**src/hw/rtl/cbd_pkg.sv**
```systemverilog
package cbd_pkg;

  localparam int unsigned LEN_W            = 32;
  localparam int unsigned ACC_W            = 64;
  localparam int unsigned LINE_LEN_W       = 13;
  localparam int unsigned SIZE_LINE_MAX    = 1024;
  localparam int unsigned TRAILER_LINE_MAX = 4096;
  localparam int unsigned STATUS_W         = 3;
  localparam int unsigned CFG_IDX_W        = 2;

  localparam logic [LEN_W-1:0] MAX_BODY_RST = LEN_W'(1048576);

  localparam logic [CFG_IDX_W-1:0] CFG_CHUNKED_MODE   = 2'd0;
  localparam logic [CFG_IDX_W-1:0] CFG_CONTENT_LENGTH = 2'd1;
  localparam logic [CFG_IDX_W-1:0] CFG_MAX_BODY       = 2'd2;

  localparam logic [STATUS_W-1:0] ST_MORE    = 3'd0;
  localparam logic [STATUS_W-1:0] ST_DONE    = 3'd1;
  localparam logic [STATUS_W-1:0] ST_BAD     = 3'd2;
  localparam logic [STATUS_W-1:0] ST_LARGE   = 3'd3;
  localparam logic [STATUS_W-1:0] ST_TRAILER = 3'd4;

  localparam logic [7:0] CH_LF   = 8'h0A;
  localparam logic [7:0] CH_CR   = 8'h0D;
  localparam logic [7:0] CH_SP   = 8'h20;
  localparam logic [7:0] CH_TAB  = 8'h09;
  localparam logic [7:0] CH_SEMI = 8'h3B;

  typedef enum logic [2:0] {
    PH_LENGTH,
    PH_SIZE,
    PH_DATA,
    PH_CRLF,
    PH_TRAILER,
    PH_DONE,
    PH_ERROR
  } phase_e;

  typedef enum logic [1:0] {
    PE_NONE,
    PE_BAD,
    PE_LARGE
  } pend_e;

  typedef struct packed {
    logic semi;
    logic crpend;
    logic wspend;
    logic have;
    logic lastcr;
    logic firstcr;
  } line_flags_t;

  typedef struct packed {
    line_flags_t      flags;
    pend_e            pend;
    logic [ACC_W-1:0] accum;
  } size_st_t;

  // One character of the size string, before trimming
  function automatic size_st_t size_char(size_st_t s, logic [7:0] c);
    size_st_t   r;
    logic       is_hex;
    logic [3:0] h;
    r      = s;
    is_hex = 1'b0;
    h      = c[3:0];
    if (c >= 8'h30 && c <= 8'h39) begin
      is_hex = 1'b1;
    end else if ((c >= 8'h61 && c <= 8'h66) || (c >= 8'h41 && c <= 8'h46)) begin
      is_hex = 1'b1;
      h      = c[3:0] + 4'd9;
    end
    if (!s.flags.semi) begin
      if (c == CH_SEMI) begin
        r.flags.semi = 1'b1;
      end else if (c == CH_SP || c == CH_TAB) begin
        r.flags.wspend = 1'b1;
      end else begin
        r.flags.have = 1'b1;
        if (s.pend == PE_NONE) begin
          if (s.flags.wspend || !is_hex) begin
            r.pend = PE_BAD;
          end else if (s.accum[ACC_W-1:ACC_W-4] != 4'd0) begin
            r.pend = PE_LARGE;
          end else begin
            r.accum = {s.accum[ACC_W-5:0], h};
          end
        end
      end
    end
    return r;
  endfunction

endpackage

```
**src/hw/rtl/cbd_in_if.sv**
```systemverilog
interface cbd_in_if;
  logic       valid;
  logic       ready;
  logic       command;
  logic [7:0] data_byte;

  modport source (output valid, output command, output data_byte, input ready);
  modport sink (input valid, input command, input data_byte, output ready);
endinterface

```
**src/hw/rtl/cbd_out_if.sv**
```systemverilog
interface cbd_out_if;
  logic                          valid;
  logic                          ready;
  logic                          byte_taken;
  logic                          payload_valid;
  logic [7:0]                    payload_byte;
  logic                          body_end;
  logic [cbd_pkg::STATUS_W-1:0]  status;

  modport source (
    output valid, output byte_taken, output payload_valid, output payload_byte,
    output body_end, output status, input ready
  );
  modport sink (
    input valid, input byte_taken, input payload_valid, input payload_byte,
    input body_end, input status, output ready
  );
endinterface

```
**src/hw/rtl/chunked_body_decoder_unit.sv**
```systemverilog
// HTTP/1.1 message body deframer, one body byte per item.
// body_i carries items of {command, data_byte}: command 0 is a body byte,
// command 1 restarts decoding and latches chunked_mode from configuration.
// result_o returns exactly one result item per input item: byte_taken,
// payload_valid/payload_byte (decoded body data), a body_end pulse and the
// sticky status (need more, complete, bad request, too large, trailer too long).
// Configuration is a write-only port (cfg_we_i, cfg_idx_i, cfg_data_i);
// content_length and max_body are used live, so write them only while idle.
// An accepted item passes through two register stages (input register, then
// result register) before its result is valid.
// Throughput: one item per cycle while the receiver is ready; the per-byte state
// update (parse state, counters and size accumulator) is computed combinationally.
// Reset: fixed length mode with zero length, so a body byte sent before any
// restart is not taken and reports completion with a body_end pulse.
// Receiver stall: the result register holds, the input register fills, and
// body_i.ready drops only once both are occupied.
module chunked_body_decoder_unit (
  input  logic                            clk_i,
  input  logic                            rst_ni,
  cbd_in_if.sink                          body_i,
  cbd_out_if.source                       result_o,
  input  logic                            cfg_we_i,
  input  logic [cbd_pkg::CFG_IDX_W-1:0]   cfg_idx_i,
  input  logic [cbd_pkg::LEN_W-1:0]       cfg_data_i
);

  typedef struct packed {
    logic                         byte_taken;
    logic                         payload_valid;
    logic [7:0]                   payload_byte;
    logic                         body_end;
    logic [cbd_pkg::STATUS_W-1:0] status;
  } result_t;

  // configuration
  logic                        chunked_mode_q;
  logic [cbd_pkg::LEN_W-1:0]   content_length_q;
  logic [cbd_pkg::LEN_W-1:0]   max_body_q;

  always_ff @(posedge clk_i or negedge rst_ni) begin
    if (!rst_ni) begin
      chunked_mode_q   <= 1'b0;
      content_length_q <= '0;
      max_body_q       <= cbd_pkg::MAX_BODY_RST;
    end else if (cfg_we_i) begin
      unique case (cfg_idx_i)
        cbd_pkg::CFG_CHUNKED_MODE:   chunked_mode_q   <= cfg_data_i[0];
        cbd_pkg::CFG_CONTENT_LENGTH: content_length_q <= cfg_data_i;
        cbd_pkg::CFG_MAX_BODY:       max_body_q       <= cfg_data_i;
        default: ;
      endcase
    end
  end

  // input register and result register handshake
  logic       in_vld_q;
  logic       in_cmd_q;
  logic [7:0] in_byte_q;
  logic       out_vld_q;
  result_t    out_q;
  result_t    res_d;
  logic       advance;
  logic       in_acc;

  assign advance      = in_vld_q && (!out_vld_q || result_o.ready);
  assign body_i.ready = !in_vld_q || advance;
  assign in_acc       = body_i.valid && body_i.ready;

  always_ff @(posedge clk_i or negedge rst_ni) begin
    if (!rst_ni) begin
      in_vld_q  <= 1'b0;
      out_vld_q <= 1'b0;
    end else begin
      if (in_acc) begin
        in_vld_q <= 1'b1;
      end else if (advance) begin
        in_vld_q <= 1'b0;
      end
      if (advance) begin
        out_vld_q <= 1'b1;
      end else if (result_o.ready) begin
        out_vld_q <= 1'b0;
      end
    end
  end

  always_ff @(posedge clk_i) begin
    if (in_acc) begin
      in_cmd_q  <= body_i.command;
      in_byte_q <= body_i.data_byte;
    end
    if (advance) begin
      out_q <= res_d;
    end
  end

  assign result_o.valid         = out_vld_q;
  assign result_o.byte_taken    = out_q.byte_taken;
  assign result_o.payload_valid = out_q.payload_valid;
  assign result_o.payload_byte  = out_q.payload_byte;
  assign result_o.body_end      = out_q.body_end;
  assign result_o.status        = out_q.status;

  // decoder state
  cbd_pkg::phase_e                 phase_q, phase_d;
  logic [cbd_pkg::LEN_W-1:0]       total_q, total_d;
  logic [cbd_pkg::LEN_W-1:0]       chunk_q, chunk_d;
  logic [cbd_pkg::ACC_W-1:0]       accum_q, accum_d;
  logic [cbd_pkg::LINE_LEN_W-1:0]  len_q, len_d;
  cbd_pkg::line_flags_t            flags_q, flags_d;
  cbd_pkg::pend_e                  pend_q, pend_d;
  logic                            ended_q, ended_d;
  logic [cbd_pkg::STATUS_W-1:0]    err_q, err_d;

  always_ff @(posedge clk_i or negedge rst_ni) begin
    if (!rst_ni) begin
      phase_q <= cbd_pkg::PH_LENGTH;
      total_q <= '0;
      chunk_q <= '0;
      accum_q <= '0;
      len_q   <= '0;
      flags_q <= '0;
      pend_q  <= cbd_pkg::PE_NONE;
      ended_q <= 1'b0;
      err_q   <= cbd_pkg::ST_MORE;
    end else if (advance) begin
      phase_q <= phase_d;
      total_q <= total_d;
      chunk_q <= chunk_d;
      accum_q <= accum_d;
      len_q   <= len_d;
      flags_q <= flags_d;
      pend_q  <= pend_d;
      ended_q <= ended_d;
      err_q   <= err_d;
    end
  end

  always_comb begin
    cbd_pkg::size_st_t              ss;
    logic [cbd_pkg::LINE_LEN_W-1:0] len_inc;
    logic [cbd_pkg::LEN_W-1:0]      total_inc;
    logic [cbd_pkg::LEN_W-1:0]      room;
    logic                           finish;

    phase_d   = phase_q;
    total_d   = total_q;
    chunk_d   = chunk_q;
    accum_d   = accum_q;
    len_d     = len_q;
    flags_d   = flags_q;
    pend_d    = pend_q;
    ended_d   = ended_q;
    err_d     = err_q;
    res_d     = '0;
    finish    = 1'b0;
    len_inc   = len_q + 1'b1;
    total_inc = total_q + 1'b1;
    room      = max_body_q - total_q;
    ss        = '{flags: flags_q, pend: pend_q, accum: accum_q};

    if (in_cmd_q) begin
      total_d = '0;
      chunk_d = '0;
      accum_d = '0;
      len_d   = '0;
      flags_d = '0;
      pend_d  = cbd_pkg::PE_NONE;
      ended_d = 1'b0;
      err_d   = cbd_pkg::ST_MORE;
      if (chunked_mode_q) begin
        phase_d = cbd_pkg::PH_SIZE;
      end else if (content_length_q > max_body_q) begin
        phase_d = cbd_pkg::PH_ERROR;
        err_d   = cbd_pkg::ST_LARGE;
      end else if (content_length_q == '0) begin
        finish = 1'b1;
      end else begin
        phase_d = cbd_pkg::PH_LENGTH;
      end
    end else begin
      unique case (phase_q)
        cbd_pkg::PH_LENGTH: begin
          if (total_q >= content_length_q) begin
            finish = 1'b1;
          end else begin
            res_d.byte_taken    = 1'b1;
            res_d.payload_valid = 1'b1;
            res_d.payload_byte  = in_byte_q;
            total_d             = total_inc;
            finish              = (total_inc == content_length_q);
          end
        end
        cbd_pkg::PH_SIZE: begin
          res_d.byte_taken = 1'b1;
          if (in_byte_q == cbd_pkg::CH_LF) begin
            // end of size line: first recorded error wins, then range check
            if (pend_q == cbd_pkg::PE_BAD || !flags_q.have) begin
              phase_d = cbd_pkg::PH_ERROR;
              err_d   = cbd_pkg::ST_BAD;
            end else if (pend_q == cbd_pkg::PE_LARGE || total_q > max_body_q ||
                         accum_q[cbd_pkg::ACC_W-1:cbd_pkg::LEN_W] != '0 ||
                         accum_q[cbd_pkg::LEN_W-1:0] > room) begin
              phase_d = cbd_pkg::PH_ERROR;
              err_d   = cbd_pkg::ST_LARGE;
            end else begin
              chunk_d = accum_q[cbd_pkg::LEN_W-1:0];
              accum_d = '0;
              len_d   = '0;
              flags_d = '0;
              pend_d  = cbd_pkg::PE_NONE;
              phase_d = (accum_q == '0) ? cbd_pkg::PH_TRAILER : cbd_pkg::PH_DATA;
            end
          end else if (len_inc > cbd_pkg::LINE_LEN_W'(cbd_pkg::SIZE_LINE_MAX)) begin
            phase_d = cbd_pkg::PH_ERROR;
            err_d   = cbd_pkg::ST_BAD;
          end else begin
            len_d = len_inc;
            // a CR not followed by LF counts as an ordinary character
            if (ss.flags.crpend) begin
              ss.flags.crpend = 1'b0;
              ss = cbd_pkg::size_char(ss, cbd_pkg::CH_CR);
            end
            if (in_byte_q == cbd_pkg::CH_CR) begin
              ss.flags.crpend = 1'b1;
            end else begin
              ss = cbd_pkg::size_char(ss, in_byte_q);
            end
            flags_d = ss.flags;
            pend_d  = ss.pend;
            accum_d = ss.accum;
          end
        end
        cbd_pkg::PH_DATA: begin
          res_d.byte_taken    = 1'b1;
          res_d.payload_valid = 1'b1;
          res_d.payload_byte  = in_byte_q;
          total_d             = total_inc;
          if (chunk_q != '0) begin
            chunk_d = chunk_q - 1'b1;
          end
          if (total_inc > max_body_q) begin
            phase_d = cbd_pkg::PH_ERROR;
            err_d   = cbd_pkg::ST_LARGE;
          end else if (chunk_q <= 1) begin
            accum_d = '0;
            len_d   = '0;
            flags_d = '0;
            pend_d  = cbd_pkg::PE_NONE;
            phase_d = cbd_pkg::PH_CRLF;
          end
        end
        cbd_pkg::PH_CRLF: begin
          res_d.byte_taken = 1'b1;
          len_d = len_inc;
          if (len_q == '0) begin
            if (in_byte_q == cbd_pkg::CH_LF) begin
              len_d   = '0;
              flags_d = '0;
              phase_d = cbd_pkg::PH_SIZE;
            end else if (in_byte_q == cbd_pkg::CH_CR) begin
              flags_d.firstcr = 1'b1;
            end
          end else if (flags_q.firstcr && in_byte_q == cbd_pkg::CH_LF) begin
            len_d   = '0;
            flags_d = '0;
            phase_d = cbd_pkg::PH_SIZE;
          end else begin
            phase_d = cbd_pkg::PH_ERROR;
            err_d   = cbd_pkg::ST_BAD;
          end
        end
        cbd_pkg::PH_TRAILER: begin
          res_d.byte_taken = 1'b1;
          if (in_byte_q == cbd_pkg::CH_LF) begin
            // an empty line, bare or CRLF, ends the body
            if (len_q == '0 || (len_q == 1 && flags_q.lastcr)) begin
              finish = 1'b1;
            end else begin
              len_d   = '0;
              flags_d = '0;
            end
          end else begin
            len_d          = len_inc;
            flags_d.lastcr = (in_byte_q == cbd_pkg::CH_CR);
            if (len_inc > cbd_pkg::LINE_LEN_W'(cbd_pkg::TRAILER_LINE_MAX)) begin
              phase_d = cbd_pkg::PH_ERROR;
              err_d   = cbd_pkg::ST_TRAILER;
            end
          end
        end
        default: ;
      endcase
    end

    if (finish) begin
      phase_d        = cbd_pkg::PH_DONE;
      ended_d        = 1'b1;
      res_d.body_end = in_cmd_q ? 1'b1 : !ended_q;
    end

    if (phase_d == cbd_pkg::PH_ERROR) begin
      res_d.status = err_d;
    end else if (phase_d == cbd_pkg::PH_DONE) begin
      res_d.status = cbd_pkg::ST_DONE;
    end else begin
      res_d.status = cbd_pkg::ST_MORE;
    end
  end

  // checks
  a_done_reported: assert property (@(posedge clk_i) disable iff (!rst_ni)
    phase_q == cbd_pkg::PH_DONE |-> ended_q)
    else $error("done phase without reported end");

  a_data_has_bytes: assert property (@(posedge clk_i) disable iff (!rst_ni)
    phase_q == cbd_pkg::PH_DATA |-> chunk_q != '0)
    else $error("data phase with empty chunk");

  a_end_is_done: assert property (@(posedge clk_i) disable iff (!rst_ni)
    out_vld_q && out_q.body_end |-> out_q.status == cbd_pkg::ST_DONE)
    else $error("body_end without complete status");

  a_end_once: assert property (@(posedge clk_i) disable iff (!rst_ni)
    advance && !in_cmd_q && ended_q |=> !out_q.body_end)
    else $error("body_end repeated without restart");

endmodule
```
**src/flat_wrapper.sv**
```systemverilog
// flat-port wrapper written by rule: the top's interface ports become plain ports
module chunked_body_decoder_unit_flat 
  (clk_i, rst_ni, cfg_we_i, cfg_idx_i, cfg_data_i, body_i_valid, body_i_command, body_i_data_byte, body_i_ready, result_o_valid, result_o_byte_taken, result_o_payload_valid, result_o_payload_byte, result_o_body_end, result_o_status, result_o_ready);
  cbd_in_if body_i_i ();
  cbd_out_if result_o_i ();
  input  logic clk_i;
  input  logic rst_ni;
  input  logic cfg_we_i;
  input  logic [cbd_pkg::CFG_IDX_W-1:0] cfg_idx_i;
  input  logic [cbd_pkg::LEN_W-1:0] cfg_data_i;
  input wire logic [$bits(body_i_i.valid)-1:0] body_i_valid;
  input wire logic [$bits(body_i_i.command)-1:0] body_i_command;
  input wire logic [$bits(body_i_i.data_byte)-1:0] body_i_data_byte;
  output wire logic [$bits(body_i_i.ready)-1:0] body_i_ready;
  output wire logic [$bits(result_o_i.valid)-1:0] result_o_valid;
  output wire logic [$bits(result_o_i.byte_taken)-1:0] result_o_byte_taken;
  output wire logic [$bits(result_o_i.payload_valid)-1:0] result_o_payload_valid;
  output wire logic [$bits(result_o_i.payload_byte)-1:0] result_o_payload_byte;
  output wire logic [$bits(result_o_i.body_end)-1:0] result_o_body_end;
  output wire logic [$bits(result_o_i.status)-1:0] result_o_status;
  input wire logic [$bits(result_o_i.ready)-1:0] result_o_ready;
  assign body_i_i.valid = body_i_valid;
  assign body_i_i.command = body_i_command;
  assign body_i_i.data_byte = body_i_data_byte;
  assign body_i_ready = body_i_i.ready;
  assign result_o_valid = result_o_i.valid;
  assign result_o_byte_taken = result_o_i.byte_taken;
  assign result_o_payload_valid = result_o_i.payload_valid;
  assign result_o_payload_byte = result_o_i.payload_byte;
  assign result_o_body_end = result_o_i.body_end;
  assign result_o_status = result_o_i.status;
  assign result_o_i.ready = result_o_ready;
  chunked_body_decoder_unit u_core (.clk_i(clk_i), .rst_ni(rst_ni), .body_i(body_i_i), .result_o(result_o_i), .cfg_we_i(cfg_we_i), .cfg_idx_i(cfg_idx_i), .cfg_data_i(cfg_data_i));
endmodule
```
**config.mk**
```make
export PLATFORM = sky130hd
export DESIGN_NAME = chunked_body_decoder_unit_flat
export DESIGN_NICKNAME = d
export VERILOG_FILES = /design/src/hw/rtl/cbd_pkg.sv /design/src/hw/rtl/cbd_in_if.sv /design/src/hw/rtl/cbd_out_if.sv /design/src/hw/rtl/chunked_body_decoder_unit.sv /design/src/flat_wrapper.sv
export SDC_FILE = /design/constraint.sdc
export NUM_CORES = 1
export LEC_CHECK = 0
export BUFFER_PORTS_ARGS = -buffer_cell sky130_fd_sc_hd__buf_4
export CAP_MARGIN = 20
export CORE_UTILIZATION = 35
export CTS_CLUSTER_DIAMETER = 50
export DETAILED_ROUTE_END_ITERATION = 16
export RECOVER_POWER = 100
export SYNTH_ARGS = -nofsm -noshare
export SYNTH_HDL_FRONTEND = slang
export SYNTH_SLANG_ARGS = --single-unit
```
**constraint.sdc**
```tcl
create_clock -name clk_i -period 6.28 [get_ports clk_i]
set_clock_uncertainty 0.15 [all_clocks]
set_input_delay 0.942 -clock clk_i [delete_from_list [all_inputs] [get_ports clk_i]]
set_output_delay 0.942 -clock clk_i [all_outputs]
set_load 0.01 [all_outputs]
```
---- Word level (Yosys, flattened, before mapping) ----
Cells that the tools add are included.
operators by class
  muxes and demuxes ....................... 140
  $lt $le $gt $ge ......................... 14
  reduce and logical (&&, ||, !) cells .... 50
  $add $sub $neg .......................... 5
  eq/ne operators ......................... 33
operator list
  operator                                               number
  2-to-1 mux 64 bit                                      9
  2-to-1 mux 66 bit                                      6
  2-to-1 mux 72 bit                                      4
  2-to-1 mux 32 bit                                      7
  2-to-1 mux 13 bit                                      12
  greater-than comparator 32 bit                         4
  one-hot mux 32 bit (2 select lines)                    2
  one-hot mux 64 bit (2 select lines)                    1
  2-to-1 mux 3 bit                                       29
  2-to-1 mux 70 bit                                      1
  2-to-1 mux 69 bit                                      1
  logical NOT 64 bit                                     1
  nonzero test 32 bit                                    2
  2-to-1 mux 6 bit                                       10
  one-hot mux 13 bit (4 select lines)                    1
  2-to-1 mux 1 bit                                       33
  adder 32 x 1 -> 32 bit (second input constant)         1
  equality test 32 bit                                   1
  >= comparator 32 bit                                   1
  <= comparator 32 x 1 -> 1 bit (second input constant)  1
  logical NOT 32 bit                                     1
  subtractor 32 x 1 -> 32 bit (second input constant)    1
  subtractor 32 bit                                      1
  equality test 8 x 4 -> 1 bit (second input constant)   3
  other kinds (47)                                       109
word-level totals
  flip-flop bits (word level) ............. 246
  logic and storage cells ................. 268
  input port bits ......................... 48

---- Depth between registers and ports, before layout ----
  depth after elaboration ................. 22
  depth in mapped cells ................... 26
  depth with buffers taken out ............ 24

---- Worst setup path before layout ----
Ideal clock, no wire load.
  kind .................................... register to register
  from .................................... register u_core.total_q[3] (netlist name)
  to ...................................... register u_core.accum_q[1] (netlist name)
  buffers on the path ..................... 2
  cell stages (with the launch flop) ...... 24
  setup time .............................. 0.128 ns
  required time ........................... 6.002 ns
  period minus slack after synthesis ...... 5.494 ns
  arrival time ............................ 5.217 ns
  path slack .............................. 0.786 ns
  path through ............................ dfrtp_1 > inv_1 > ha_1 > and3_1 > a21oi_1 > a211oi_1 > nor3_1 > a22oi_1 > a31oi_1 > o211a_1 > o41ai_1 > a311oi_1 > xor2_1 > ha_1 > nand3_1 > nor3_1 > nand4_1 > nor4_1 > a2bb2oi_2 > o211a_1 > buf_6 > and3_4 > buf_12 > mux2_1
on the way
  word-level cells in the longest chain between the ends .. 6
  elaborated cells on any way between the ends .. 11
ends and longest elaborated chain
  item                                                                       RTL line                          RTL
  start, declared                                                            chunked_body_decoder_unit.sv:106  logic [cbd_pkg::LEN_W-1:0] total_q, total_d;
  start signal, assigned                                                     chunked_body_decoder_unit.sv:128  total_q <= total_d;
  parallel branches: the longest is 5 deep, another holds subtractor 32 bit  -
  AND reduction 7 bit (no line) (*)                                          -
  end signal, assigned                                                       chunked_body_decoder_unit.sv:130  accum_q <= accum_d;
  end, declared                                                              chunked_body_decoder_unit.sv:108  logic [cbd_pkg::ACC_W-1:0] accum_q, accum_d;
Mark *: on every way between the ends.
A chain may end at the register's enable or synchronous reset.

---- Final worst setup path ----
  from .................................... register u_core.content_length_q[22] (netlist name)
  to ...................................... register u_core.total_q[17] (netlist name)
on the way
  word-level cells in the longest chain between the ends .. 3
ends and longest elaborated chain
  item                                      RTL line                          RTL
  start, declared                           chunked_body_decoder_unit.sv:37   logic [cbd_pkg::LEN_W-1:0] content_length_q;
  start signal, assigned                    chunked_body_decoder_unit.sv:48   cbd_pkg::CFG_CONTENT_LENGTH: content_length_q <= cfg_data_i;
  >= comparator 32 bit                      chunked_body_decoder_unit.sv:184  if (total_q >= content_length_q) begin
  inequality test 3 x 2 -> 1 bit (no line)  -
  AND reduction 3 bit (no line)             -
Every way passes these cells.

==> results.toml <==
[sta]
tns_ps = 0
setup_viol = 0
slew_viol_final = 168
worstMarginPinSlew_ps = 4530
period_minus_slack_ps = 5920
fmax_mhz = 169
slew_headroom_pct = -202
whs_ps = 323
period_share_pct = 94.3
hold_viol = 0

[min_path]
min_path_cells = 2
hold_end = "u_core.err_q[1]"
hold_class = "reg -> reg"
min_from = "u_core.err_q[1]"

[setup_path]
worst_setup_path_start_kind = "flip-flop"
reg2reg_depth = 11
cp.arrival_ps = 6280
crit_type = "reg -> reg"
rr_endpoint = "u_core.total_q[17]"
rrSetupSlack_ps = 360
r2r_start = "u_core.content_length_q[22]"
end_kind = "flip-flop"
worst_ep_required_time_ps = 6630
cp_max_fo = 22

[global_routing]
gr-total-overflow = 0
grt.total_usage_pct = 21.0
grt_pass1_wl_um = 88400
antenna_found_initial = 0
first_global_vias = 15300
grt_max_degree = 79

[synthesis]
ys_seq_area_share_pct = 34.0
avgSynthCellArea_um2 = 8.93
synth_top_cell_by_area = "dfrtp_1"
async_flop_share_pct = 90.7
synth_ff_type = "dfrtp_1"
synth_top_area_share_pct = 30.1
ys_seq_elements = 246
netlist_area_um2 = 18400
synth_edf_count = 23
netlist_instances = 2066
ys_warn_count = 0
syn-num-nets = 2286
yosys.cell_types.count = 90
synthTopCellsByArea = "dfrtp_1 (30%), ha_1 (12%), mux2_2 (4.2%)"

[detailed_routing]
drt-wirelength-per-cell_um = 19.8
vias_per_cell = 5.63
firstDrtPassIters = 7
wl_um = 56000
drtIter0Drc = 1258
drc = 0
ant_nets = 0
num_vias = 15900

[clock_tree]
cts_setup_buffers = 0
htreeDepth = 2
clock_sinks = 246
path_clk_slew_ps = 60
cts_buffer_depth = 3
cts_tree = "done"
cts_hold_buf = 0
ctsResizeCount = 0
numCtsBuffers = 37
insertion_delay_ps = 570
cts-root-buf = "clkbuf_16"

[floorplanning]
coreArea_um2 = 51700
initial_core_util_pct = 35.7
fp.dieH_um = 232
dieArea_um2 = 53600
die_x_um = 232
ioPinCount = 64
rows = 83

[cells_and_area]
nNetsFinal = 2335
fin_area_um2 = 20800
area_growth_pct = 12.8
antenna_cells = 0
drive_gt1_share_pct = 11.3
fill_cells = 5180

[pwr]
p_leak_nw = 9.05
p_per_area_nw_per_um2 = 336
peakVddDrop_uv = 245

[placement]
io_buffers = 63
post_dp_cell_area_um2 = 19600
dp_hpwl_um = 42200
gp_congestion = 0.965

[status]
outcome = "finished with violations"
failed_checks = "max-capacitance violations, max-slew violations"

[run]
max-cap-violations = 4
power by group:
group	total (mW)	leakage, nW	switching (mW)	internal [mW]
Clock	2.12	0.614	0.836	1.29
Sequential	2.13	3.12	0.324	1.81
Combinational	2.74	5.32	1.63	1.11
worst max-delay path by stage:
stage,endpoint,depth (start not counted),slack [ps],start
after floorplan,u_core.accum_q[1],23,790,u_core.total_q[3]
after global placement,u_core.len_q[6],22,210,u_core.total_q[0]
after detailed placement,u_core.len_q[6],21,110,u_core.total_q[4]
after CTS,u_core.len_q[6],21,60,u_core.total_q[3]
after global routing,u_core.result_o.status[0],22,-30,u_core.total_q[3]
final,u_core.total_q[17],11,360,u_core.content_length_q[22]
routing by layer:
layer / track usage (%) / wire length, µm / vias to the layer above / part of all wire [%]
li1: - / - / 7591 / -
met1: 29.5 / 26000 / 7715 / 46
met2: 32.7 / 25100 / 498 / 45
met3: 2.90 / 2830 / 96 / 5.0
met4: 7.61 / 2060 / 0 / 3.7
met5: 0 / 0 / - / 0
synth_stat cells, types with 7 or more instances:
master	number
o31ai_1	12
xnor2_1	53
nor3_1	56
edfxtp_1	23
and3_1	18
and4_1	12
nand2b_1	23
a22oi_1	7
o2bb2ai_1	7
or3_1	10
o22ai_1	7
mux2_2	69
o221ai_1	12
nand3_1	70
o211ai_1	14
a22o_1	7
nor4_1	61
a21o_1	37
nor2_1	120
inv_1	190
a21oi_1	109
nand3b_1	7
dfrtp_1	222
buf_2	7
buf_12	7
xnor3_1	9
nand4_1	49
mux2i_1	65
xor2_1	17
or4_1	8
ha_1	171
nand2_1	197
nor2b_1	16
and2_1	23
a211oi_1	12
clkbuf_1	62
a31oi_1	17
o21ai_0	135
per-stage QoR:
step	worst slack, ps	power (mW)	std cells	utilization, %
final	355	7.00	2823	40.2
after global routing	-26.1	7.47	2823	40.2
after CTS	60.2	7.01	2822	40.3
after detailed placement	113	4.84	2755	37.9
after global placement	214	4.79	2755	37.9
after floorplan	786	3.99	2066	-
cell type report:
cell class              count  area, µm²  share of cell area (%)
repair buffers             93        656                    3.15
multi-input cells        1546      11000                    53.1
clock inverters            19        255                    1.23
inverters                 191        717                    3.45
flip-flops and latches    246       6270                    30.1
clock buffers              48       1010                    4.84
well taps                 680        851                    4.09
cell usage in the layout, fill, tap and decap left out, drive strengths merged, types with 24 or more instances in the layout:
cell,count
a21o,37
a21oi,109
and2,24
buf,60
clkbuf,81
dfrtp,222
ha,171
inv,198
mux2,71
mux2i,65
nand2,198
nand3,70
nand4,49
nor2,120
nor3,56
nor4,67
o21ai,139
xnor2,53
state kept, by name, summed over array words and instances (netlist names), 2 cells and up:
signal	cells
u_core.phase_q	3
u_core.accum_q	64
u_core.result_o.status	3
u_core.in_byte_q	8
u_core.content_length_q	32
u_core.pend_q	2
u_core.err_q	3
u_core.len_q	13
u_core.max_body_q	32
u_core.result_o.payload_byte	8
u_core.flags_q	6
u_core.total_q	32
u_core.chunk_q	32
worst max-delay path, cell delays in order (launching register included):
cell and delay (ps):
dfrtp_1 500, inv_1 180, ha_1 320, and4_1 210, o31ai_1 500, o31ai_1 200, nor3_1 500, nand2b_1 310
a21oi_1 1900, clkbuf_2 680, and4_1 260, a211o_1 100
cell families (layout without fill, tap and decap cells):
family,after synthesis,count (layout),share of synthesized area [%]
flops,246,246,34.0
simple gates,697,697,19.1
compound gates,462,462,16.5
fa+ha+maj,172,172,11.7
xor+xnor,79,79,4.42
mux,136,136,7.86
buf+inv,274,351,6.40
No activity file was read; power rests on OpenSTA's default activity.
